[config.mk]
export PLATFORM = sky130hd
export DESIGN_NAME = vn_queue
export DESIGN_NICKNAME = d
export VERILOG_FILES = /design/src/design/assert_macros.svh /design/src/design/vn_pkg.sv /design/src/design/vn_queue.sv
export SDC_FILE = /design/constraint.sdc
export NUM_CORES = 1
export LEC_CHECK = 0
export ABC_AREA = 1
export BUFFER_PORTS_ARGS = -buffer_cell sky130_fd_sc_hd__buf_2
export CAP_MARGIN = 40
export CORE_ASPECT_RATIO = 0.8
export CORE_MARGIN = 1.5
export CORE_UTILIZATION = 45
export CTS_CLUSTER_DIAMETER = 150
export DETAILED_ROUTE_END_ITERATION = 8
export SLEW_MARGIN = 25
export SYNTH_ARGS = -nofsm -noshare
export SYNTH_HDL_FRONTEND = slang
export SYNTH_SLANG_ARGS = --single-unit
[constraint.sdc]
create_clock -name clk -period 8.66 [get_ports clk]
set_input_delay 0.433 -clock clk [delete_from_list [all_inputs] [get_ports clk]]
set_output_delay 0.433 -clock clk [all_outputs]
set_load 0.02 [all_outputs]
[src/design/assert_macros.svh]
// assertion macros used by the top level rtl file
// expects signals clk and arst_n in the using scope
`ifndef ASSERT_MACROS_SVH
`define ASSERT_MACROS_SVH

// checked on every edge outside reset
`define VN_ASSERT(lbl, prop, msg) \
	lbl: assert property (@(posedge clk) disable iff (!arst_n) prop) else $error(msg);

// checked on every edge, reset included
`define VN_ASSERT_ALWAYS(lbl, prop, msg) \
	lbl: assert property (@(posedge clk) prop) else $error(msg);

`endif

[src/design/vn_pkg.sv]
// shared constants, stage types and step functions of the vector normalizer
// no dependencies
`default_nettype none

package vn_pkg;

	localparam int COMP_W      = 32;
	localparam int SQ_W        = 64;
	localparam int QUO_W       = 66;
	localparam int DIV_STAGES  = QUO_W;
	localparam int SQRT_STAGES = QUO_W / 2;
	localparam int ROOT_W      = QUO_W / 2;
	localparam int SREM_W      = ROOT_W + 2;
	localparam int LATENCY     = DIV_STAGES + SQRT_STAGES + 2;
	localparam int QUEUE_DEPTH = 4;

	typedef struct packed {
		logic              sign;
		logic [SQ_W-1:0]   c2;
	} lane_in_t;

	typedef struct packed {
		lane_in_t [3:0]    lane;
		logic [SQ_W-1:0]   s;
		logic              zero;
	} work_t;

	typedef struct packed {
		logic              valid;
		logic              full;
	} q_stat_t;

	typedef struct packed {
		logic              ov;
		logic              sign;
		logic [SQ_W-1:0]   s;
		logic [SQ_W-1:0]   rem;
		logic [COMP_W-1:0] nbits;
		logic [QUO_W-1:0]  quo;
	} div_t;

	typedef struct packed {
		logic              ov;
		logic              sign;
		logic [QUO_W-1:0]  rad;
		logic [SREM_W-1:0] rem;
		logic [ROOT_W-1:0] root;
	} sq_t;

	function automatic logic [COMP_W-1:0] mag32(logic [COMP_W-1:0] v);
		return v[COMP_W-1] ? (~v + 1'b1) : v;
	endfunction

	// one restoring division step, one quotient bit
	function automatic div_t div_step(div_t a);
		logic [SQ_W:0] r2;
		div_t b;
		b = a;
		r2 = {a.rem, a.nbits[COMP_W-1]};
		b.nbits = {a.nbits[COMP_W-2:0], 1'b0};
		if (r2 >= {1'b0, a.s}) begin
			b.rem = SQ_W'(r2 - {1'b0, a.s});
			b.quo = {a.quo[QUO_W-2:0], 1'b1};
		end else begin
			b.rem = r2[SQ_W-1:0];
			b.quo = {a.quo[QUO_W-2:0], 1'b0};
		end
		return b;
	endfunction

	// one digit-by-digit square root step, one root bit
	function automatic sq_t sqrt_step(sq_t a);
		logic [SREM_W+1:0] r2;
		logic [SREM_W+1:0] trial;
		sq_t b;
		b = a;
		r2 = {a.rem, a.rad[QUO_W-1:QUO_W-2]};
		trial = {2'b00, a.root, 2'b01};
		b.rad = {a.rad[QUO_W-3:0], 2'b00};
		if (r2 >= trial) begin
			b.rem = SREM_W'(r2 - trial);
			b.root = {a.root[ROOT_W-2:0], 1'b1};
		end else begin
			b.rem = r2[SREM_W-1:0];
			b.root = {a.root[ROOT_W-2:0], 1'b0};
		end
		return b;
	endfunction

endpackage

`default_nettype wire

[src/design/vn_queue.sv]
// short first-word-fall-through queue between front and back
// depends on vn_pkg
`default_nettype none

module vn_queue #(
	parameter int DEPTH = vn_pkg::QUEUE_DEPTH
) (
	input  wire logic           clk,
	input  wire logic           arst_n,
	input  wire logic           push,
	input  wire vn_pkg::work_t  push_data,
	input  wire logic           pop,
	output vn_pkg::work_t       head,
	output vn_pkg::q_stat_t     qst
);

	localparam int PTR_W = (DEPTH > 1) ? $clog2(DEPTH) : 1;
	localparam int CNT_W = $clog2(DEPTH + 1);

	vn_pkg::work_t       mem_q [DEPTH];
	logic [PTR_W-1:0]    wr_ptr_q;
	logic [PTR_W-1:0]    rd_ptr_q;
	logic [CNT_W-1:0]    count_q;
	logic                do_pop;

	assign qst.valid = (count_q != '0);
	assign qst.full = (count_q == CNT_W'(DEPTH));
	assign head = mem_q[rd_ptr_q];
	assign do_pop = pop && qst.valid;

	function automatic logic [PTR_W-1:0] next_ptr(logic [PTR_W-1:0] p);
		return (p == PTR_W'(DEPTH - 1)) ? '0 : PTR_W'(p + 1'b1);
	endfunction

	always_ff @(posedge clk or negedge arst_n) begin
		if (!arst_n) begin
			wr_ptr_q <= '0;
			rd_ptr_q <= '0;
			count_q <= '0;
		end else begin
			if (push) wr_ptr_q <= next_ptr(wr_ptr_q);
			if (do_pop) rd_ptr_q <= next_ptr(rd_ptr_q);
			if (push && !do_pop) count_q <= CNT_W'(count_q + 1'b1);
			else if (!push && do_pop) count_q <= CNT_W'(count_q - 1'b1);
		end
	end

	always_ff @(posedge clk) begin
		if (push) mem_q[wr_ptr_q] <= push_data;
	end

endmodule

`default_nettype wire

==> qor.csv <==
metric,value,unit
status,"complete, no violations",
Initial DRC Count,2125,
synthesized flop and latch total,1307,
die area,0.118,mm2
power density over the cells,334,mW/mm2
class of the worst hold path,input port to async pin,
synth-to-layout area growth,22.5,%
Fillers,9359,
vias in the first global route,30300,
critical-path cell list,"buf_12, buf_4, o211ai_1, nand2_1, buf_2",
area of the mapped netlist,0.0520,mm2
fraction of layout cells with a size suffix above 1,18.2,%
Syn Area/Cell,13.5,um2
initial antenna violation count,12,
Synth warnings,0,
htree depth,4,
crit-path max cell delay,0.87,ns
TritonCTS clock tree,yes,
Synth Area in Simple Gates,7.24,%
final setup violation count,0,
Final Critical Period,4.29,ns
maximum vdd drop,0.225,mV
"Req. time, crit path",8.23,ns
xor-xnor portion of the synthesized cell area,0.0168,%
dpl hpwl,69100,um
vias,31400,
crit path max fanout,215,
clock tree buffer depth,3,
fmax,233,MHz
Slew Limit Fails,0,
Remaining DRCs,0,
main combinational cell family by area after synthesis,compound AO/OA/AOI/OAI gates,
Syn Nets,4182,
Tot Pwr,21.3,mW
row count,111,
worst skew pair latency,0.76,ns
Nets,5116,
Cells after DPL,5837,
post-synth top area share,75.0,%
Die Y,307,um
slew margin rel.,20.6,%
Initial Util,45.4,%
Port Buffer Count,655,
final RePlAce weighted congestion,0.819,
Internal,13.3,mW
Slew @ Worst Pin,1.19,ns
vias per inst,4.89,
core area,0.115,mm2
switching part of the total power,37.3,%
largest net degree at the start of global routing,255,
worst path arrival time,3.86,ns
drt total wl,118000,um
overall global routing resource usage,19.9,%
CP Capture Type,output pin,
area of the multi-input gates,0.00890,mm2
max cap viols,0,
WP buf/inv,3,
setup TNS,0,ns
RSZ-0062 raised after global routing,no,
Synth Area in Compound Gates,9.66,%
Leak,25.0,nW
"Clk pin slew, worst setup/hold paths",0.06,ns
CP Launch Type,flop,
register area share after synthesis,75.4,%
Post-CTS Resized,0,
final core utilization,55.6,%
wire length per cell,18.3,um
Clock Power Share,25.3,%
Antenna Nets Post-Route,0,
Mapped Cells,3846,
TritonRoute pass-1 iters,5,
leading area contributor after synthesis,edfxtp_1,
Final Hold Viols,0,
mux cell area share after synthesis,0,%
GRT overflow,0,
combinational share of power,35.2,%
I/O Pins,656,
"Max stage delay cell, worst path",dfrtp_4,
crit-path leading delay family,buffers and inverters,
final period utilization,49.6,%
Synth Area in Adders,0.183,%
Net Sw Power,7.93,mW
"non-filler cells, final",6420,
Cell variety after synth,20,
clock sinks,1307,
crit path kind,flop to output pin,
cts bufs inserted,133,
CTS root buf,clkbuf_16,
hold_ws,0.140,ns
Area contributors post-synth,"edfxtp_1 75%, o211ai_1 9.0%, nand2_1 7.2%",
sequential share of power,39.5,%
register area,0.0392,mm2
first-pass GRT wire length,178000,um
worst-case clock skew,0.0244,ns
DIE WIDTH,383,um
[worst paths after layout]
kind / cells after the start / slack (ns) / startpoint / endpoint
max: 5 / 4.37 / rd_ptr_q[0] / head[101]
min: 2 / 0.14 / arst_n / rd_ptr_q[1]
max reg2reg: 5 / 5.97 / wr_ptr_q[0] / mem_q[2][87]
min reg2reg: 2 / 0.47 / count_q[2] / count_q[2]
max in group asynchronous: 2 / 8.33 / arst_n / rd_ptr_q[0]
min in group clk: 2 / 0.42 / push_data[173] / mem_q[2][173]
[placed cells by master (no fill, tap or decap), types with 4 or more instances in the layout]
cell type and instances:
clkbuf_16 139, buf_16 5, inv_8 6, edfxtp_1 1300
inv_6 7, ha_1 6, bufinv_16 4, clkinv_1 26
buf_4 13, diode_2 14, o211ai_1 623, clkinv_2 11
buf_12 13, dlygate4sd3_1 328, o211ai_2 27, inv_1 656
clkbuf_1 42, nand2_1 994, dfrtp_1 5, buf_2 655
[kinds of logic after synthesis]
kind of cell | after synthesis
adders and majority gates | 7
DFF | 1307
AOI/OAI and AO/OA | 652
buffers and inverters | 877
and+or+nand+nor | 1002
xor gates and xnor gates | 1
[Yosys cell counts]
| master | instances |
|---|---|
| ha_1 | 6 |
| dfrtp_1 | 7 |
| nand2_1 | 994 |
| buf_6 | 55 |
| buf_4 | 22 |
| o21ai_0 | 2 |
| nand3_1 | 3 |
| o211ai_1 | 623 |
| inv_2 | 1 |
| nor3_1 | 1 |
| xnor2_1 | 1 |
| fa_1 | 1 |
| clkbuf_1 | 35 |
| edfxtp_1 | 1300 |
| nand4_1 | 1 |
| buf_2 | 101 |
| buf_1 | 3 |
| o211ai_2 | 27 |
| nor2_1 | 3 |
| inv_1 | 660 |
[layout make-up]
class / count / share of cell area [%]
well taps: 1525 / 3.00
inverters: 661 / 3.95
clock inverters: 55 / 0.660
multi-input cells: 1662 / 14.0
clock buffers: 181 / 5.71
flip-flops and latches: 1307 / 61.6
diodes: 14 / 0.0550
repair buffers: 1015 / 11.1
[through the flow]
| step | setup WS, ns | area [um2] |
|---|---|---|
| after detailed placement | 5.24 | 56200 |
| after CTS | 4.41 | 63500 |
| final | 4.37 | 63700 |
| after global placement | 5.26 | 56200 |
| after floorplan | 1.10 | 52000 |
| after global routing | 4.21 | 63700 |
[worst reg2reg max path, stage by stage (launching register included)]
cell and delay (ns):
dfrtp_1 0.41, inv_1 0.11, ha_1 0.15, nand2_1 0.12
inv_8 0.51, buf_4 0.96
[repair_timing]
| action | 4_1_cts | 5_1_grt |
|---|---|---|
| hold endpoints to repair | 1311 | 0 |
| buffers inserted | 0 | 0 |
| hold buffers | 328 | 0 |
| endpoints found under the setup margin | 0 | 0 |
[registers in the layout, indices dropped and copies added, names as in the netlist]
name / flops
rd_ptr_q: 2
count_q: 3
wr_ptr_q: 2
mem_q: 1300
[power by group through the flow]
stage / Clock (mW) / Sequential [mW] / Combinational, mW
6_report: 5.39 / 8.41 / 7.48
5_1_grt: 5.77 / 8.49 / 8.19
4_1_cts: 5.52 / 8.41 / 7.55
3_5_place_dp: 0 / 8.54 / 7.39
3_3_place_gp: 0 / 8.52 / 7.35
2_1_floorplan: 0 / 8.74 / 5.17
[per-layer routing]
| layer | routed length (um) | share of wire (%) | vias to the layer above | GRT usage [%] |
|---|---|---|---|---|
| met5 | 23 | 0.020 | - | 0 |
| met4 | 4520 | 3.8 | 4 | 8.92 |
| met3 | 7140 | 6.1 | 227 | 5.24 |
| met2 | 57900 | 49 | 706 | 32.8 |
| met1 | 48000 | 41 | 15100 | 24.5 |
| li1 | - | - | 15300 | - |
No activity file was read; power rests on OpenSTA's default activity.
